==> src/rtl/smmd_pkg.sv <==
`timescale 1ns / 1ps
// ----------------------------------------------------------------------------
// smmd_pkg
// Shared constants and types for the segment min/max decimator.
// ----------------------------------------------------------------------------
package smmd_pkg;

    localparam int SAMPLE_WIDTH_DEF = 24;
    localparam int SEG_SIZE_W       = 17;
    localparam int BYTE_W           = 8;

    localparam logic [SEG_SIZE_W-1:0] SEG_SIZE_RESET = SEG_SIZE_W'(256);
    localparam logic [SEG_SIZE_W-1:0] SEG_SIZE_MIN   = SEG_SIZE_W'(1);

    // Offset of +1.0 in the 16-bit fraction format.
    localparam int FRAC_ONE = 65536;
    // Right shift that divides by 2.0 in the same format.
    localparam int PROJ_SHIFT = 17;

    typedef struct packed {
        logic emit;
        logic done;
    } smmd_ctl_t;

endpackage

==> src/rtl/segment_min_max_decimator_unit.sv <==
`timescale 1ns / 1ps
// ----------------------------------------------------------------------------
// segment_min_max_decimator_unit
// Min/max envelope decimation of one channel into byte-projected segments.
//
// Channel   Direction  Handshake             Payload
// input     in         in_valid / in_stall   sample, end_of_channel
// output    out        out_valid / out_stall min_byte, max_byte, channel_done,
//                                            channel_min, channel_max
// config    in         cfg_wr_en             cfg_wr_data (segment_size)
//
// One sample is taken every cycle while in_stall is low.
// A result passes the s1 sample register, then the output register.
// Reset clears the segment count and channel state; segment_size resets to 256.
// A stalled output holds only samples that would produce a further result;
// samples that close no segment keep flowing.
// ----------------------------------------------------------------------------
module segment_min_max_decimator_unit
    import smmd_pkg::*;
#(
    parameter int SAMPLE_WIDTH = SAMPLE_WIDTH_DEF
)
(
    input  logic                           clk,
    input  logic                           rst_n,
    input  logic                           cfg_wr_en,
    input  logic        [SEG_SIZE_W-1:0]   cfg_wr_data,
    input  logic                           in_valid,
    output logic                           in_stall,
    input  logic signed [SAMPLE_WIDTH-1:0] sample,
    input  logic                           end_of_channel,
    output logic                           out_valid,
    input  logic                           out_stall,
    output logic        [BYTE_W-1:0]       min_byte,
    output logic        [BYTE_W-1:0]       max_byte,
    output logic                           channel_done,
    output logic signed [SAMPLE_WIDTH-1:0] channel_min,
    output logic signed [SAMPLE_WIDTH-1:0] channel_max
);

    logic        [SEG_SIZE_W-1:0]   seg_size_reg;
    logic                           s1_valid_reg, s1_valid_next;
    logic signed [SAMPLE_WIDTH-1:0] s1_sample_reg;
    logic                           s1_eoc_reg;
    logic                           out_valid_reg, out_valid_next;
    logic        [BYTE_W-1:0]       min_byte_reg, max_byte_reg;
    logic                           done_reg;
    logic signed [SAMPLE_WIDTH-1:0] chan_min_reg, chan_max_reg;

    smmd_ctl_t                      ctl;
    logic                           advance;
    logic        [BYTE_W-1:0]       core_min_byte, core_max_byte;
    logic signed [SAMPLE_WIDTH-1:0] core_chan_min, core_chan_max;

    assign advance  = s1_valid_reg && (!ctl.emit || !out_valid_reg || !out_stall);
    assign in_stall = s1_valid_reg && !advance;

    always_comb
    begin
        s1_valid_next  = in_stall ? s1_valid_reg : in_valid;
        out_valid_next = (advance && ctl.emit) || (out_valid_reg && out_stall);
    end

    always_ff @(posedge clk or negedge rst_n)
    begin
        if (!rst_n)
        begin
            seg_size_reg  <= SEG_SIZE_RESET;
            s1_valid_reg  <= 1'b0;
            out_valid_reg <= 1'b0;
        end
        else
        begin
            if (cfg_wr_en)
            begin
                seg_size_reg <= cfg_wr_data;
            end
            s1_valid_reg  <= s1_valid_next;
            out_valid_reg <= out_valid_next;
        end
    end

    always_ff @(posedge clk)
    begin
        if (in_valid && !in_stall)
        begin
            s1_sample_reg <= sample;
            s1_eoc_reg    <= end_of_channel;
        end
        if (advance && ctl.emit)
        begin
            min_byte_reg <= core_min_byte;
            max_byte_reg <= core_max_byte;
            done_reg     <= ctl.done;
            chan_min_reg <= core_chan_min;
            chan_max_reg <= core_chan_max;
        end
    end

    smmd_core #(
        .SAMPLE_WIDTH (SAMPLE_WIDTH)
    ) u_core (
        .clk            (clk),
        .rst_n          (rst_n),
        .advance        (advance),
        .sample         (s1_sample_reg),
        .end_of_channel (s1_eoc_reg),
        .seg_size       (seg_size_reg),
        .ctl            (ctl),
        .min_byte       (core_min_byte),
        .max_byte       (core_max_byte),
        .chan_min       (core_chan_min),
        .chan_max       (core_chan_max)
    );

    assign out_valid    = out_valid_reg;
    assign min_byte     = min_byte_reg;
    assign max_byte     = max_byte_reg;
    assign channel_done = done_reg;
    assign channel_min  = chan_min_reg;
    assign channel_max  = chan_max_reg;

    a_stall_only_when_busy: assert property (@(posedge clk) disable iff (!rst_n)
        in_stall |-> (s1_valid_reg && ctl.emit && out_valid_reg && out_stall))
        else $error("input stalled without a pending result");

    a_result_has_source: assert property (@(posedge clk) disable iff (!rst_n)
        (out_valid_reg && !$past(out_valid_reg)) |-> $past(advance && ctl.emit))
        else $error("result appeared without a processed sample");

    a_min_not_above_max: assert property (@(posedge clk) disable iff (!rst_n)
        out_valid_reg |-> (min_byte_reg <= max_byte_reg))
        else $error("segment min byte above max byte");

    a_chan_zero_midway: assert property (@(posedge clk) disable iff (!rst_n)
        (out_valid_reg && !done_reg) |-> (chan_min_reg == '0 && chan_max_reg == '0))
        else $error("channel extremes nonzero before channel end");

    a_chan_order: assert property (@(posedge clk) disable iff (!rst_n)
        (out_valid_reg && done_reg) |-> (chan_min_reg <= chan_max_reg))
        else $error("channel minimum above channel maximum");

endmodule

==> src/rtl/smmd_proj.sv <==
`timescale 1ns / 1ps
// ----------------------------------------------------------------------------
// smmd_proj
// Projects a signed 16-fraction-bit sample onto a byte, clamped to 0..255.
// ----------------------------------------------------------------------------
module smmd_proj
    import smmd_pkg::*;
#(
    parameter int SAMPLE_WIDTH = SAMPLE_WIDTH_DEF
)
(
    input  logic signed [SAMPLE_WIDTH-1:0] sample,
    output logic        [BYTE_W-1:0]       byte_val
);

    logic signed [SAMPLE_WIDTH:0]   shifted;
    logic        [SAMPLE_WIDTH+8:0] scaled;
    logic        [SAMPLE_WIDTH-9:0] quot;

    assign shifted = (SAMPLE_WIDTH+1)'(sample) + (SAMPLE_WIDTH+1)'(FRAC_ONE);
    assign scaled  = {shifted, 8'd0} - {{8{shifted[SAMPLE_WIDTH]}}, shifted};
    assign quot    = scaled[SAMPLE_WIDTH+8:PROJ_SHIFT];

    always_comb
    begin
        if (shifted[SAMPLE_WIDTH] || (shifted == '0))
        begin
            byte_val = '0;
        end
        else if (|quot[SAMPLE_WIDTH-9:BYTE_W])
        begin
            byte_val = '1;
        end
        else
        begin
            byte_val = quot[BYTE_W-1:0];
        end
    end

endmodule

==> src/rtl/smmd_core.sv <==
`timescale 1ns / 1ps
// ----------------------------------------------------------------------------
// smmd_core
// Segment and channel extreme tracking, segment fill count and result values.
// ----------------------------------------------------------------------------
module smmd_core
    import smmd_pkg::*;
#(
    parameter int SAMPLE_WIDTH = SAMPLE_WIDTH_DEF
)
(
    input  logic                           clk,
    input  logic                           rst_n,
    input  logic                           advance,
    input  logic signed [SAMPLE_WIDTH-1:0] sample,
    input  logic                           end_of_channel,
    input  logic        [SEG_SIZE_W-1:0]   seg_size,
    output smmd_ctl_t                      ctl,
    output logic        [BYTE_W-1:0]       min_byte,
    output logic        [BYTE_W-1:0]       max_byte,
    output logic signed [SAMPLE_WIDTH-1:0] chan_min,
    output logic signed [SAMPLE_WIDTH-1:0] chan_max
);

    logic signed [SAMPLE_WIDTH-1:0] seg_low_reg,  seg_low_next;
    logic signed [SAMPLE_WIDTH-1:0] seg_high_reg, seg_high_next;
    logic signed [SAMPLE_WIDTH-1:0] chan_low_reg, chan_low_next;
    logic signed [SAMPLE_WIDTH-1:0] chan_high_reg, chan_high_next;
    logic        [SEG_SIZE_W-1:0]   fill_reg, fill_next;
    logic                           started_reg, started_next;
    logic        [SEG_SIZE_W-1:0]   fill_inc;
    logic        [SEG_SIZE_W-1:0]   size_eff;

    always_comb
    begin
        seg_low_next   = (fill_reg == '0 || sample < seg_low_reg) ? sample : seg_low_reg;
        seg_high_next  = (fill_reg == '0 || sample > seg_high_reg) ? sample : seg_high_reg;
        chan_low_next  = (!started_reg || sample < chan_low_reg) ? sample : chan_low_reg;
        chan_high_next = (!started_reg || sample > chan_high_reg) ? sample : chan_high_reg;
        fill_inc       = fill_reg + SEG_SIZE_W'(1);
        size_eff       = (seg_size == '0) ? SEG_SIZE_MIN : seg_size;
        ctl.done       = end_of_channel;
        ctl.emit       = (fill_inc >= size_eff) || (fill_inc == '0) || end_of_channel;
        fill_next      = ctl.emit ? '0 : fill_inc;
        started_next   = !end_of_channel;
        chan_min       = end_of_channel ? chan_low_next : '0;
        chan_max       = end_of_channel ? chan_high_next : '0;
    end

    always_ff @(posedge clk or negedge rst_n)
    begin
        if (!rst_n)
        begin
            seg_low_reg   <= '0;
            seg_high_reg  <= '0;
            chan_low_reg  <= '0;
            chan_high_reg <= '0;
            fill_reg      <= '0;
            started_reg   <= 1'b0;
        end
        else if (advance)
        begin
            seg_low_reg   <= seg_low_next;
            seg_high_reg  <= seg_high_next;
            chan_low_reg  <= chan_low_next;
            chan_high_reg <= chan_high_next;
            fill_reg      <= fill_next;
            started_reg   <= started_next;
        end
    end

    smmd_proj #(
        .SAMPLE_WIDTH (SAMPLE_WIDTH)
    ) u_proj_min (
        .sample   (seg_low_next),
        .byte_val (min_byte)
    );

    smmd_proj #(
        .SAMPLE_WIDTH (SAMPLE_WIDTH)
    ) u_proj_max (
        .sample   (seg_high_next),
        .byte_val (max_byte)
    );

endmodule

==> config.mk <==
export PLATFORM = sky130hd
export DESIGN_NAME = segment_min_max_decimator_unit
export DESIGN_NICKNAME = d
export VERILOG_FILES = /design/src/rtl/smmd_pkg.sv /design/src/rtl/segment_min_max_decimator_unit.sv /design/src/rtl/smmd_proj.sv /design/src/rtl/smmd_core.sv
export SDC_FILE = /design/constraint.sdc
export NUM_CORES = 1
export LEC_CHECK = 0
export ABC_AREA = 1
export BUFFER_PORTS_ARGS = -buffer_cell sky130_fd_sc_hd__buf_2
export CAP_MARGIN = 20
export CORE_ASPECT_RATIO = 2
export CORE_MARGIN = 1.5
export CORE_UTILIZATION = 55
export DETAILED_ROUTE_END_ITERATION = 16
export MAX_ROUTING_LAYER = met4
export PLACE_DENSITY = 0.81
export SLEW_MARGIN = 40
export SYNTH_ARGS = -nofsm -noshare
export SYNTH_HDL_FRONTEND = slang
export SYNTH_SLANG_ARGS = --single-unit
==> constraint.sdc <==
create_clock -name clk -period 7.2 [get_ports clk]
set_clock_uncertainty 0.2 [all_clocks]
set_input_delay 1.08 -clock clk [delete_from_list [all_inputs] [get_ports clk]]
set_output_delay 1.08 -clock clk [all_outputs]
set_load 0.05 [all_outputs]
==> results of run 1 <==
==> layout make-up <==
cell class	instances	area [um2]	share of cell area [%]
Clock buffer	28	604.3	3.388
Clock inverter	12	115.1	0.6454
Inverter	338	1269	7.113
Multi-Input combinational cell	1543	8645	48.47
Sequential cell	223	6032	33.82
Tap cell	360	450.4	2.525
Timing Repair Buffer	132	720.7	4.041
==> kinds of logic after synthesis <==
kind of cell,synth area share (%)
AND/OR/NAND/NOR,27.98
buffers and inverters,9.441
AO/OA/AOI/OAI,12.08
flip-flops,37.25
adder cells (fa/ha/maj),11.36
XOR/XNOR,1.893
==> routing by layer <==
| layer | up-vias | routed length [um] |
|---|---|---|
| met4 | 0 | 4576 |
| met3 | 212 | 2209 |
| li1 | 7272 | - |
| met5 | - | 0 |
| met2 | 547 | 25630 |
| met1 | 6921 | 17040 |
==> synth_stat cells, types with 3 or more instances <==
library cell / count / area [um2]
o221ai_1: 3 / 26.28
nand3_1: 141 / 705.7
xor2_1: 25 / 219.0
nor4_1: 13 / 81.33
nand3_4: 4 / 70.07
nand4_1: 32 / 200.2
buf_2: 16 / 80.08
o21ai_0: 208 / 1041
nand2_1: 560 / 2102
nor3_1: 18 / 90.09
xnor2_1: 10 / 87.58
a31oi_1: 3 / 18.77
a21oi_1: 78 / 390.4
nor2_1: 138 / 518.0
o21ai_2: 7 / 61.31
nand2_2: 36 / 225.2
o211ai_1: 3 / 22.52
clkbuf_1: 29 / 108.9
buf_6: 5 / 56.30
ha_1: 147 / 1839
o22ai_1: 11 / 68.82
o21bai_1: 3 / 22.52
nor2_2: 16 / 100.1
a21o_1: 7 / 52.55
inv_2: 13 / 48.80
nand2_4: 10 / 112.6
dfrtp_1: 132 / 3303
inv_1: 325 / 1220
o2111ai_1: 3 / 26.28
nand3_2: 12 / 120.1
o21ai_1: 14 / 70.07
o21a_1: 6 / 45.04
a41oi_1: 3 / 26.28
edfxtp_1: 90 / 2703
nor2_4: 8 / 90.09
==> worst paths after layout <==
| kind | startpoint | to | slack [ns] |
|---|---|---|---|
| min in group asynchronous | rst_n | seg_size_reg[5]$_DFFE_PN0P_ | 0.35 |
| worst max register to register | u_core.fill_reg[0]$_DFFE_PN0P_ | channel_min[11]$_SDFFCE_PN0P_ | 1.33 |
| worst min-delay path | u_core.seg_low_reg[3]$_DFFE_PN0P_ | u_core.seg_low_reg[3]$_DFFE_PN0P_ | 0.28 |
| worst max-delay path | u_core.fill_reg[0]$_DFFE_PN0P_ | channel_min[11]$_SDFFCE_PN0P_ | 1.33 |
| worst min register to register | u_core.seg_low_reg[3]$_DFFE_PN0P_ | u_core.seg_low_reg[3]$_DFFE_PN0P_ | 0.28 |
| max in group asynchronous | rst_n | u_core.seg_low_reg[14]$_DFFE_PN0P_ | 5.33 |
==> tightest hold or removal path, cell delays in order, from the launching register on <==
cell and delay [ns]:
dfrtp_1 0.34, nand2_1 0.05, o21ai_0 0.06
==> stage by stage <==
| step | utilization [%] | cells | area, um2 |
|---|---|---|---|
| 3_3_place_gp | 59.09 | 2596 | 17110 |
| 3_5_place_dp | 59.09 | 2596 | 17110 |
| 2_1_floorplan | - | 2156 | 16190 |
| 5_1_grt | 61.59 | 2636 | 17840 |
| 4_1_cts | 61.57 | 2636 | 17830 |
| 6_report | 61.59 | 2636 | 17840 |
==> results by group, run 1 <==
Critical path
  – Slowest CP cell: inv_2
  – Worst Path Arrival: 5.88 ns
  – Crit path capture type: flop
  – Crit path cell chain: ha_1 > nand2_1 > nor2_1 > nand3_1 > nor3_1 > and3_1 > nand3_1 > nor3_1 > nand3_1 > xor2_1 > inv_1 > ha_1 > nand2_1 > nor2_1 > nand4_1 > o2111ai_1 > a41oi_1 > nand2_1 > nand3_1 > nand2_4 > inv_1 > nand2_1 > inv_2 > buf_4
  – Top delay family on crit path: simple AND/OR/NAND/NOR gates
  – Worst path max stage delay: around 0.57 ns
  – WP depth: 24
  – WS Path Type: flop to flop
  – CP Max Fanout: 51
  – Crit path required time: between 7 and 8 ns
  – CP Launch Type: flop
  – Worst path bufs/invs: 4
  – Reg2reg path depth: 24

Place
  – Post-DP HPWL: around 39 mm
  – Dpl ws: about 1.3 ns
  – GPL Wtd Cong: ~1.1
  – I/O Buffers: 113

Synthesis
  – Synth Flop Type: dfrtp_1
  – Post-synth EDFFs: 90
  – Seq/Total Area, Yosys: a little under two fifths
  – Synth warn: 0
  – Cell variety after synth: 53
  – FFs w/ async S/R, synth: 59.64%
  – Syn avg cell area: 7.511 um2
  – Synthesized flop and latch total: 223
  – Syn Nets: 2350
  – Mapped Cells: 2156
  – Mapped Area: 16190 um2

Timing
  – Final Setup Violations: 0
  – Final hold vios: 0
  – Period utilization: between 80 and 90%
  – Max-slew headroom: 40.31%
  – Post-route setup slack: roughly 1.3 ns
  – Worst Max-Slew Pin Slew: roughly 0.9 ns
  – F_max: 170.4 MHz
  – Hold slack: 0.2839 ns
  – Slew Limit Fails: 0
  – Final worst path period need: between 5 and 6 ns
  – Unrepaired setup endpoints after global routing: no
  – Setup_tns: 0 ns

Global routing
  – Total GRT Usage: 33.22%
  – GRT busiest layer: met2
  – GR Layer Usage met3: 4.199%
  – Met2 Usage GRT: 60.08%
  – Initial antenna violation count: 0
  – Gr ovfl total: 0
  – Met1 Use GR: 31.45%
  – Pin count of the biggest net entering global routing: 81
  – First-pass GRT wire length: 77.30 mm
  – Vias in the first global route: ~15000

Worst hold path
  – Min-delay worst type: flop to flop
  – WHS Path Cells: 2

CTS
  – Cts bufs inserted: 22
  – Cts repair resizes: 0
  – CTS tree: yes
  – CTS H-tree lvls: 1
  – Clock latency on the worst-skew pair: 0.54 ns
  – Root buffer cell: clkbuf_16
  – Sink Count: ~220
  – Longest Clk Path Bufs: 3
  – Postcts setup bufs: 0
  – Clock-pin slew on the worst setup and hold paths: 0.07 ns
  – CTS Hold Bufs: 0

Die
  – FP Rows: 88
  – Initial core utilization: 55.92%
  – DIE HEIGHT: 245.7 um
  – Die Wd: 124.3 um
  – Core ar.: 28960 um2
  – Die area: approximately 30000 um2
  – Ports: 114

Routing
  – Vias per inst: 5.672
  – Starting DRC count in detailed routing: 1028
  – Drt wl/cell: ~19 um
  – Post-route ant nets: 0
  – Drt pass-1 iters: 8
  – Total number of vias: about 15000
  – Final wirelength: 49.46 mm
  – DRC viols: 0

Status
  – Outcome: complete, no violations

Layout
  – Nets: ~2500
  – Commonest non-fill, non-tap cell in the layout: nand2_1
  – # fillers: approximately 2600
  – Ratio of cells with drive above 1 in the final layout: 12.52%
  – N_diodes: 0
  – P&R area growth vs syn: 10.14%
  – Most frequent cells in the layout: 559 x nand2_1, 323 x inv_1, 207 x o21ai_0, 147 x ha_1, 141 x nand3_1

Job
  – Max Cap Viol: 0
Power of run 1 is left out: the tool's default activity adds up to more than one toggle a clock period on the data nets, which glitch-free logic cannot reach.
==> run 2: changes to the inputs <==
--- a/config.mk
+++ b/config.mk
@@ -5,7 +5,7 @@
 export SDC_FILE = /design/constraint.sdc
 export NUM_CORES = 1
 export LEC_CHECK = 0
-export ABC_AREA = 1
+export ABC_AREA = 0
 export BUFFER_PORTS_ARGS = -buffer_cell sky130_fd_sc_hd__buf_2
 export CAP_MARGIN = 20
 export CORE_ASPECT_RATIO = 2
@@ -13,7 +13,7 @@
 export CORE_UTILIZATION = 55
 export DETAILED_ROUTE_END_ITERATION = 16
 export MAX_ROUTING_LAYER = met4
-export PLACE_DENSITY = 0.81
+export PLACE_DENSITY = 0.84
 export SLEW_MARGIN = 40
 export SYNTH_ARGS = -nofsm -noshare
 export SYNTH_HDL_FRONTEND = slang
==> constraint.sdc (replaced) <==
create_clock -name clk -period 5 [get_ports clk]
set_clock_uncertainty 0.2 [all_clocks]
set_input_delay 0.75 -clock clk [delete_from_list [all_inputs] [get_ports clk]]
set_output_delay 0.75 -clock clk [all_outputs]
set_load 0.05 [all_outputs]
==> run 2 against run 1 <==
The flow now finishes with violations (hold timing, setup timing). Fmax decreased by 8.9%. Design area increased by 24%. Critical path depth increased by 4. Non-clock buffer count increased by 389. Synthesized cell count decreased by 23%. Cell count decreased by 4.2%. Via count increased by 11%. Wire length increased by 33%. Die area decreased by 2.4%. Clock-buffer cell count increased by 1.
==> results by group, run 2 <==
Routing
  – Starting DRC count in detailed routing: 1708
  – Final wirelength: 65.75 mm
  – Drt wl/cell: around 26 um
  – DRC viols: 0
  – Total number of vias: approximately 17000
  – Drt pass-1 iters: 7
  – Vias per inst: about 6.6
  – Post-route ant nets: 0

Global routing
  – First-pass GRT wire length: 88.75 mm
  – Total GRT Usage: 40.68%
  – Vias in the first global route: 16510
  – Gr ovfl total: 0
  – Initial antenna violation count: 4
  – Pin count of the biggest net entering global routing: 74

Die
  – Core ar.: 28190 um2
  – Ports: 114
  – FP Rows: 87
  – Die area: 29800 um2
  – Die Wd: 122.8 um
  – Initial core utilization: between 50% and 60%
  – DIE HEIGHT: between 200 and 250 um

Synthesis
  – Main combinational cell family by area after synthesis: compound AO/OA/AOI/OAI gates
  – Syn Nets: about 1900
  – Commonest cells in the netlist: 150 x nand2_1, 148 x inv_1, 147 x ha_1
  – XOR/XNOR share of the synthesized area: around 3.8%
  – Synthesized flop and latch total: 223
  – Compound-gate portion of the synthesized area: 16.25%
  – Post-synthesis simple-gate area fraction: 15.76%
  – Synth warn: 0
  – Synth Flop Type: dfrtp_1
  – Cell variety after synth: 97
  – Top cells by area, synth: dfrtp_1 21%, edfxtp_1 17%, ha_1 12%, mux2_2 4.4%, mux2i_1 4.2%
  – Syn avg cell area: 9.469 um2
  – Synth area leader: dfrtp_1
  – Most common cell in the synthesized netlist: nand2_1
  – Mapped Cells: between 1500 and 2000
  – Mapped Area: 15790 um2
  – Mux contribution to synthesized area: ~8.8%
  – Area share of fa/ha/maj cells after synthesis: 11.92%
  – Share of Yosys cell area claimed by the top area cell type: a little over a fifth
  – Seq/Total Area, Yosys: 38.19%
  – FFs w/ async S/R, synth: 59.64%
  – Post-synth EDFFs: 90

CTS
  – CTS H-tree lvls: 1
  – Root buffer cell: clkbuf_16
  – Clock latency on the worst-skew pair: 0.56 ns
  – Clock-pin slew on the worst setup and hold paths: 0.07 ns
  – Cts bufs inserted: 21
  – Longest Clk Path Bufs: 3
  – CTS tree: yes
  – CTS Hold Bufs: 0
  – Sink Count: 223

Critical path
  – Worst path max stage delay: 0.48 ns
  – Slowest CP cell: nand4_1
  – CP Launch Type: flop
  – Crit path capture type: flop
  – Crit path required time: 5.09 ns
  – WS Path Type: flop to flop
  – CP Max Fanout: 8
  – Worst Path Arrival: 6.53 ns

Timing
  – Setup_tns: -49.12 ns
  – Hold slack: -0.007720 ns
  – Worst Max-Slew Pin Slew: 1.107 ns
  – F_max: 155.2 MHz
  – Final hold vios: 3
  – Period utilization: 128.9%
  – Unrepaired setup endpoints after global routing: yes
  – Slew Limit Fails: 0
  – Max-slew headroom: 25.58%
  – Post-route setup slack: -1.444 ns
  – Final worst path period need: 6.444 ns
  – Final Setup Violations: 65

Layout
  – Ratio of cells with drive above 1 in the final layout: ~40%
  – # fillers: 1604
  – Nets: 2344
  – Commonest non-fill, non-tap cell in the layout: buf_4
  – Finished Layout Cells: between 2000 and 3000
  – Most frequent cells in the layout: 374 x buf_4, 144 x nand2_1, 137 x inv_1, 132 x dfrtp_1
  – P&R area growth vs syn: 40.45%

Status
  – Failing checks: hold timing, setup timing
  – Outcome: complete, but fails checks

Place
  – Post-DP HPWL: around 42 mm
  – GPL Wtd Cong: 1.021
  – Dpl cells: 2425
  – I/O Buffers: around 110

Job
  – Max Cap Viol: 0

Worst hold path
  – Min-delay worst type: input port to async pin
-- run 2: repair_timing --
action | in CTS | in global routing
gates cloned | 4 | 0
endpoints found under the hold margin | 0 | 0
resized for setup | 125 | 145
buffers inserted | 23 | 40
setup endpoints to repair | 42 | 77
pin swaps | 61 | 69
-- run 2: critical path: cells and delay by family (launching register included) --
family | cells | cell delay [ns]
mux | 1 | 0.31
fa+ha+maj | 2 | 0.52
simple gates | 10 | 2.23
buf+inv | 3 | 0.30
flops | 1 | 0.37
xor+xnor | 1 | 0.25
compound gates | 11 | 2.02
-- run 2: final cells by class --
class | instances | area (um2) | share of cell area (%)
multi-input cells | 1235 | 10500 | 47.32
flip-flops and latches | 223 | 6032 | 27.19
repair buffers | 521 | 3909 | 17.62
clock buffers | 29 | 606.8 | 2.736
inverters | 148 | 558.0 | 2.516
well taps | 356 | 445.4 | 2.008
clock inverters | 9 | 123.9 | 0.5584
diodes | 4 | 10.01 | 0.04512
-- run 2: cell families after synthesis --
group,count (synthesis)
AO/OA/AOI/OAI,391
XOR/XNOR,68
adder cells (fa/ha/maj),151
buffers and inverters,212
flip-flops,223
multiplexers,131
AND/OR/NAND/NOR,492
-- run 2: path summary, 6_finish.rpt --
check / depth (start not counted) / slack (ns) / from / end
max: 28 / -1.44 / u_core.seg_high_reg[9]$_DFFE_PN0P_ / max_byte[3]$_SDFFCE_PP0P_
min: 1 / -0.008 / rst_n / u_core.seg_low_reg[13]$_DFFE_PN0P_
max reg2reg: 28 / -1.44 / u_core.seg_high_reg[9]$_DFFE_PN0P_ / max_byte[3]$_SDFFCE_PP0P_
min reg2reg: 1 / 0.34 / u_core.chan_low_reg[10]$_DFFE_PN0P_ / u_core.chan_low_reg[10]$_DFFE_PN0P_
max in group asynchronous: 2 / 3.62 / rst_n / u_core.chan_high_reg[17]$_DFFE_PN0P_
min in group clk: 1 / 0.17 / end_of_channel / s1_eoc_reg$_DFFE_PP_
-- run 2: through the flow --
stage | setup WS [ns] | util (%) | area [um2] | hold WS, ns
global placement | -1.157 | 69.36 | 19560 | 0.3059
finish | -1.444 | 78.68 | 22180 | -0.007720
CTS | -1.082 | 74.91 | 21120 | 0.07753
floorplan | -1.205 | - | 16110 | 0.2544
global route | -1.655 | 78.68 | 22180 | 0.05117
detailed placement | -1.246 | 69.37 | 19560 | 0.3215
-- run 2: metal layers --
| layer | vias to the layer above | track usage, % | wire length [um] |
|---|---|---|---|
| met2 | 1170 | 67.78 | 31960 |
| met5 | - | - | 0 |
| li1 | 6953 | - | - |
| met1 | 7864 | 35.23 | 19330 |
| met3 | 653 | 10.17 | 5757 |
| met4 | 0 | 40.49 | 8710 |
Power of run 2 is left out for the same reason.
